$ cat config.mk
export PLATFORM = sky130hd
export DESIGN_NAME = pse_ctrl
export DESIGN_NICKNAME = d
export VERILOG_FILES = /design/src/design/polyline_stroke_expander_top_defines.svh /design/src/design/pse_pkg.sv /design/src/design/pse_ctrl.sv
export SDC_FILE = /design/constraint.sdc
export NUM_CORES = 1
export LEC_CHECK = 0
export BUFFER_PORTS_ARGS = -buffer_cell sky130_fd_sc_hd__clkbuf_2
export CORE_ASPECT_RATIO = 1.75
export CORE_UTILIZATION = 30
export CTS_BUF_LIST = sky130_fd_sc_hd__clkbuf_4 sky130_fd_sc_hd__clkbuf_8
export DETAILED_ROUTE_END_ITERATION = 6
export PLACE_DENSITY_LB_ADDON = 0.25
export SYNTH_ARGS = -nofsm -noshare
export SYNTH_HDL_FRONTEND = slang
export SYNTH_SLANG_ARGS = --single-unit
$ cat constraint.sdc
create_clock -name clk -period 1.5 [get_ports clk]
set_clock_uncertainty 0.2 [all_clocks]
set_input_delay 0.15 -clock clk [delete_from_list [all_inputs] [get_ports clk]]
set_output_delay 0.15 -clock clk [all_outputs]
set_load 0.02 [all_outputs]
$ cat src/design/polyline_stroke_expander_top_defines.svh
// Assertion macros for the polyline stroke expander.
// Uses clk and rst_n of the including module; no other dependencies.
`ifndef POLYLINE_STROKE_EXPANDER_TOP_DEFINES_SVH
`define POLYLINE_STROKE_EXPANDER_TOP_DEFINES_SVH

// same-cycle implication, disabled during reset
`define PSE_ASSERT_NOW(label, ante, cons) \
  label: assert property (@(posedge clk) disable iff (!rst_n) (ante) |-> (cons)) \
    else $error("pse assertion failed");

// next-cycle implication, disabled during reset
`define PSE_ASSERT_NEXT(label, ante, cons) \
  label: assert property (@(posedge clk) disable iff (!rst_n) (ante) |=> (cons)) \
    else $error("pse assertion failed");

`endif

$ cat src/design/pse_pkg.sv
// Shared widths, codes, command/status types and rounding helper
// for the polyline stroke expander. No dependencies.
package pse_pkg;

  localparam int PT_W       = 16;
  localparam int SCL_W      = 16;
  localparam int THK_W      = 12;
  localparam int PROD_W     = 33;
  localparam int POS_W      = 28;
  localparam int DIF_W      = 29;
  localparam int MAG_W      = 28;
  localparam int SQ_W       = 56;
  localparam int SUM_W      = 57;
  localparam int LEN_W      = 29;
  localparam int TH_W       = 28;
  localparam int NUM_W      = 52;
  localparam int Q_W        = 24;
  localparam int OFS_W      = 25;
  localparam int VTX_W      = 32;
  localparam int CFG_IDX_W  = 2;
  localparam int CFG_DATA_W = 16;
  localparam int VERTS      = 4;
  localparam int VIDX_W     = 2;
  localparam int STEP_W     = 5;
  localparam int SQRT_STEPS = 29;
  localparam int DIV_STEPS  = 24;

  localparam logic [CFG_IDX_W-1:0] REG_THICKNESS = 2'd0;
  localparam logic [CFG_IDX_W-1:0] REG_SCALE_X   = 2'd1;
  localparam logic [CFG_IDX_W-1:0] REG_SCALE_Y   = 2'd2;

  localparam logic [THK_W-1:0] THK_RESET = 12'd16;
  localparam logic [SCL_W-1:0] SCL_RESET = 16'd256;

  typedef enum logic [3:0] {
    OP_NONE,
    OP_STORE,
    OP_LOAD,
    OP_ROUND,
    OP_DIFF,
    OP_SQUARE,
    OP_SUM,
    OP_SQRT_STEP,
    OP_PRODUCT,
    OP_NUMER,
    OP_DIV_STEP,
    OP_EMIT
  } op_t;

  typedef struct packed {
    op_t               op;
    logic [VIDX_W-1:0] vidx;
  } cmd_t;

  typedef struct packed {
    logic have_prev;
    logic sum_zero;
    logic out_busy;
  } status_t;

  // Q.12 product to Q.8, half away from zero
  function automatic logic signed [POS_W-1:0] round16(input logic signed [PROD_W-1:0] p);
    logic [PROD_W-1:0] mag;
    logic [PROD_W-1:0] r;
    mag = p[PROD_W-1] ? PROD_W'(-p) : PROD_W'(p);
    r   = (mag + PROD_W'(8)) >> 4;
    return p[PROD_W-1] ? -$signed(r[POS_W-1:0]) : $signed(r[POS_W-1:0]);
  endfunction

endpackage

$ cat src/design/pse_ctrl.sv
// Sequencing state machine for the polyline stroke expander.
// Depends on pse_pkg; drives commands into pse_datapath.
module pse_ctrl
  import pse_pkg::*;
(
  input  logic    clk,
  input  logic    rst_n,
  input  logic    in_valid,
  input  logic    in_stroke_start,
  output logic    in_stall,
  input  status_t status,
  output cmd_t    cmd
);

  typedef enum logic [3:0] {
    S_IDLE, S_ROUND, S_DIFF, S_SQUARE, S_SUM, S_SQRT,
    S_PRODUCT, S_NUMER, S_DIV, S_EMIT
  } state_t;

  state_t              state_r, state_nxt;
  logic [STEP_W-1:0]   step_r, step_nxt;
  logic [VIDX_W-1:0]   vidx_r, vidx_nxt;

  assign in_stall = (state_r != S_IDLE);

  always_comb begin
    state_nxt = state_r;
    step_nxt  = step_r;
    vidx_nxt  = vidx_r;
    cmd.op    = OP_NONE;
    cmd.vidx  = vidx_r;
    unique case (state_r)
      S_IDLE: begin
        if (in_valid) begin
          if (in_stroke_start || !status.have_prev) begin
            cmd.op = OP_STORE;
          end else begin
            cmd.op    = OP_LOAD;
            state_nxt = S_ROUND;
          end
        end
      end
      S_ROUND: begin
        cmd.op    = OP_ROUND;
        state_nxt = S_DIFF;
      end
      S_DIFF: begin
        cmd.op    = OP_DIFF;
        state_nxt = S_SQUARE;
      end
      S_SQUARE: begin
        cmd.op    = OP_SQUARE;
        state_nxt = S_SUM;
      end
      S_SUM: begin
        cmd.op    = OP_SUM;
        step_nxt  = '0;
        state_nxt = S_SQRT;
      end
      S_SQRT: begin
        cmd.op   = OP_SQRT_STEP;
        step_nxt = step_r + STEP_W'(1);
        if (step_r == STEP_W'(SQRT_STEPS - 1)) begin
          vidx_nxt  = '0;
          state_nxt = status.sum_zero ? S_EMIT : S_PRODUCT;
        end
      end
      S_PRODUCT: begin
        cmd.op    = OP_PRODUCT;
        state_nxt = S_NUMER;
      end
      S_NUMER: begin
        cmd.op    = OP_NUMER;
        step_nxt  = '0;
        state_nxt = S_DIV;
      end
      S_DIV: begin
        cmd.op   = OP_DIV_STEP;
        step_nxt = step_r + STEP_W'(1);
        if (step_r == STEP_W'(DIV_STEPS - 1)) begin
          vidx_nxt  = '0;
          state_nxt = S_EMIT;
        end
      end
      S_EMIT: begin
        if (!status.out_busy) begin
          cmd.op   = OP_EMIT;
          vidx_nxt = vidx_r + VIDX_W'(1);
          if (vidx_r == VIDX_W'(VERTS - 1)) begin
            state_nxt = S_IDLE;
          end
        end
      end
      default: state_nxt = S_IDLE;
    endcase
  end

  always_ff @(posedge clk) begin
    if (!rst_n) begin
      state_r <= S_IDLE;
      step_r  <= '0;
      vidx_r  <= '0;
    end else begin
      state_r <= state_nxt;
      step_r  <= step_nxt;
      vidx_r  <= vidx_nxt;
    end
  end

endmodule

==> results.toml <==
[run_status]
outcome = "finished with violations"
violations = "negative setup slack"

[drt]
drtPass1Iterations = 4
routedWlPerCell_um = 15.2
vias = 904
vias_per_cell = 5.51
wirelength_um = 2490
drtIter0Drc = 9
drc = 0
ant_nets = 0

[timing]
post-route-min-period_ps = 1610
relSlewSlack = 0.801
rsz0062_at_grt = "yes"
fin_tns_setup_ps = -754
finalSetupViolCount = 12
hold_viol = 0
fmax_ghz = 0.622
finalCritPeriodShare = 1.07
max_slew.worst_pin.slew_ps = 298
drv_slew = 0
fin_ws_ps = -108

[pwr]
peakVddDrop_uv = 988
p_comb_frac = 0.641
pwr-share-seq = 0.205
p_per_area_nw_per_um2 = 1630
p_sw_mw = 0.821
finalPower_mw = 2.12
power.internal_mw = 1.30
pwr-share-clk = 0.153
p_leak_nw = 0.545
switching_share = 0.388

[floorplan]
ios = 14
initial_utilization = 0.318
die_y_um = 70.0
die_x_um = 40.8
dieArea_sq_um = 2860
core_sq_um = 2490
rows = 24

[placement]
globalplace.congestion = 0.847
numPortBuffers = 13
place_inst = 153
dp_hpwl_um = 1800
pre_cts_ws_ps = -137

[worst_setup_path]
slowest_delay_ps = 360
slowest_stage = "dfxtp_4"
arrival_ps = 1530
setup.worst_path.start_class = "flip-flop"
path_cells = "buf_6 > nor2b_2 > a32oi_2 > o21ai_2 > o311a_1"
cp.required_ps = 1430
worstPathMaxFanout = 6
path_class = "reg2reg"
critPathCaptureType = "flip-flop"

[cts]
clkLatencyLatePin_ps = 240
clkTransAtPathRegs_ps = 50
cts_tree = "done"
cts_root_buf = "clkbuf_8"
clockBufferDepth = 2
htree_levels = 1
cts_sinks = 11
cts_buffers = 3
holdBufCountCts = 0

[global_route]
grt_first_pass_wirelength_um = 3850
track_usage = 0.193
grt_start_max_net_pins = 10
grt_pass1_vias = 908
grt_remaining_overflow = 0
antenna_found_initial = 0

[logic_synthesis]
async_flop_share = 0
yosys_warnings = 0
synth-edff-count = 0
synth.avg_cell_area_sq_um = 8.00
syn_area_sq_um = 792
synth.net_count = 109
yosysSeqAreaShare = 0.278
ys_ff_latch = 11
ys.flop_type = "dfxtp_1"
syn_inst = 99
synth_cell_types = 42

[cells_and_area]
final_common_cell = "buf_4"
nets = 149
utilization = 0.522
drive_above_1_share = 0.558
syn2layout_area_growth_pct = 64.1
antenna_cells = 0
mostFrequentLayoutCells = "buf_4 (19), buf_6 (12), clkbuf_2 (9)"
fin_cells = 164
n_fill_cell = 220

[worst_hold_path]
min_path_type = "in2reg"

[job]
drv.max_cap_violation_count = 0
[worst paths after layout]
kind                            startpoint    endpoint  slack [ps]  cells after the start
worst max-delay path            state_r[0]  state_r[3]        -110                      5
worst min-delay path                 rst_n  state_r[3]          90                      2
worst min register to register   vidx_r[1]   vidx_r[1]         270                      2
worst max register to register  state_r[0]  state_r[3]        -110                      5
[sequential cells by signal, indices dropped and copies added (netlist names)]
register	count
step_r	5
vidx_r	2
state_r	4
[through the flow]
step	area, sq um	hold slack [ps]
finish	1300	86.1
global route	1300	96.7
detailed placement	1040	277
floorplan	827	208
CTS	1260	58.2
global placement	1040	282
[critical path, delay by kind of cell (launching register included)]
family                 cells  cell delay [ps]
AOI/OAI and AO/OA          3              640
DFF                        1              360
and+or+nand+nor            1              160
buffers and inverters      1              130
[power groups by stage]
stage | clock [mW] | combinational (mW) | sequential (mW)
4_1_cts | 0.327 | 1.27 | 0.425
3_3_place_gp | 0 | 0.942 | 0.436
3_5_place_dp | 0 | 0.959 | 0.435
5_1_grt | 0.341 | 1.44 | 0.440
2_1_floorplan | 0 | 0.646 | 0.407
6_report | 0.324 | 1.36 | 0.435
[kinds of logic (layout without fill, tap and decap cells)]
group                      count (synthesis)  after routing  synth area share
muxes                                      1              1            0.0126
adders and majority gates                  3              3            0.0474
DFF                                       11             11             0.278
xor gates and xnor gates                   2              2            0.0221
and+or+nand+nor                           37             37             0.280
AOI/OAI and AO/OA                         33             33             0.294
buffers and inverters                     12             51            0.0663
[metal layers]
metal	up-vias	part of all wire	wire, um	GRT usage
met5	-	0	0	0
li1	446	-	-	-
met1	428	0.37	913	0.192
met4	0	0.029	72	0.0926
met3	9	0.018	46	0.0254
met2	21	0.59	1460	0.347
[Yosys cell counts, drive strengths merged (2+ instances only)]
library cell	count	share of area
dfxtp	11	0.28
o21ai	9	0.062
a21oi	8	0.051
nor2	7	0.033
inv	6	0.028
nand2	6	0.028
buf	5	0.033
ha	3	0.047
nand2b	3	0.024
nand3	3	0.019
nor2b	3	0.027
o211ai	3	0.028
or3	3	0.024
a31oi	2	0.016
nand3b	2	0.019
nor3	2	0.013
xnor2	2	0.022
[cell type report]
class / count / area [sq um] / area share
clock buffers: 4 / 48.8 / 0.0375
inverters: 6 / 22.5 / 0.0173
repair buffers: 41 / 337 / 0.259
flip-flops and latches: 11 / 238 / 0.183
well taps: 26 / 32.5 / 0.0250
multi-input cells: 76 / 622 / 0.478
[repair_timing]
item | 4_1_cts | 5_1_grt
gates resized for setup | 31 | 15
endpoints found under the setup margin | 15 | 15
setup buffers | 8 | 0
hold endpoints to repair | 0 | 0
pin swaps | 9 | 3
(Power assumes the default switching activity.)
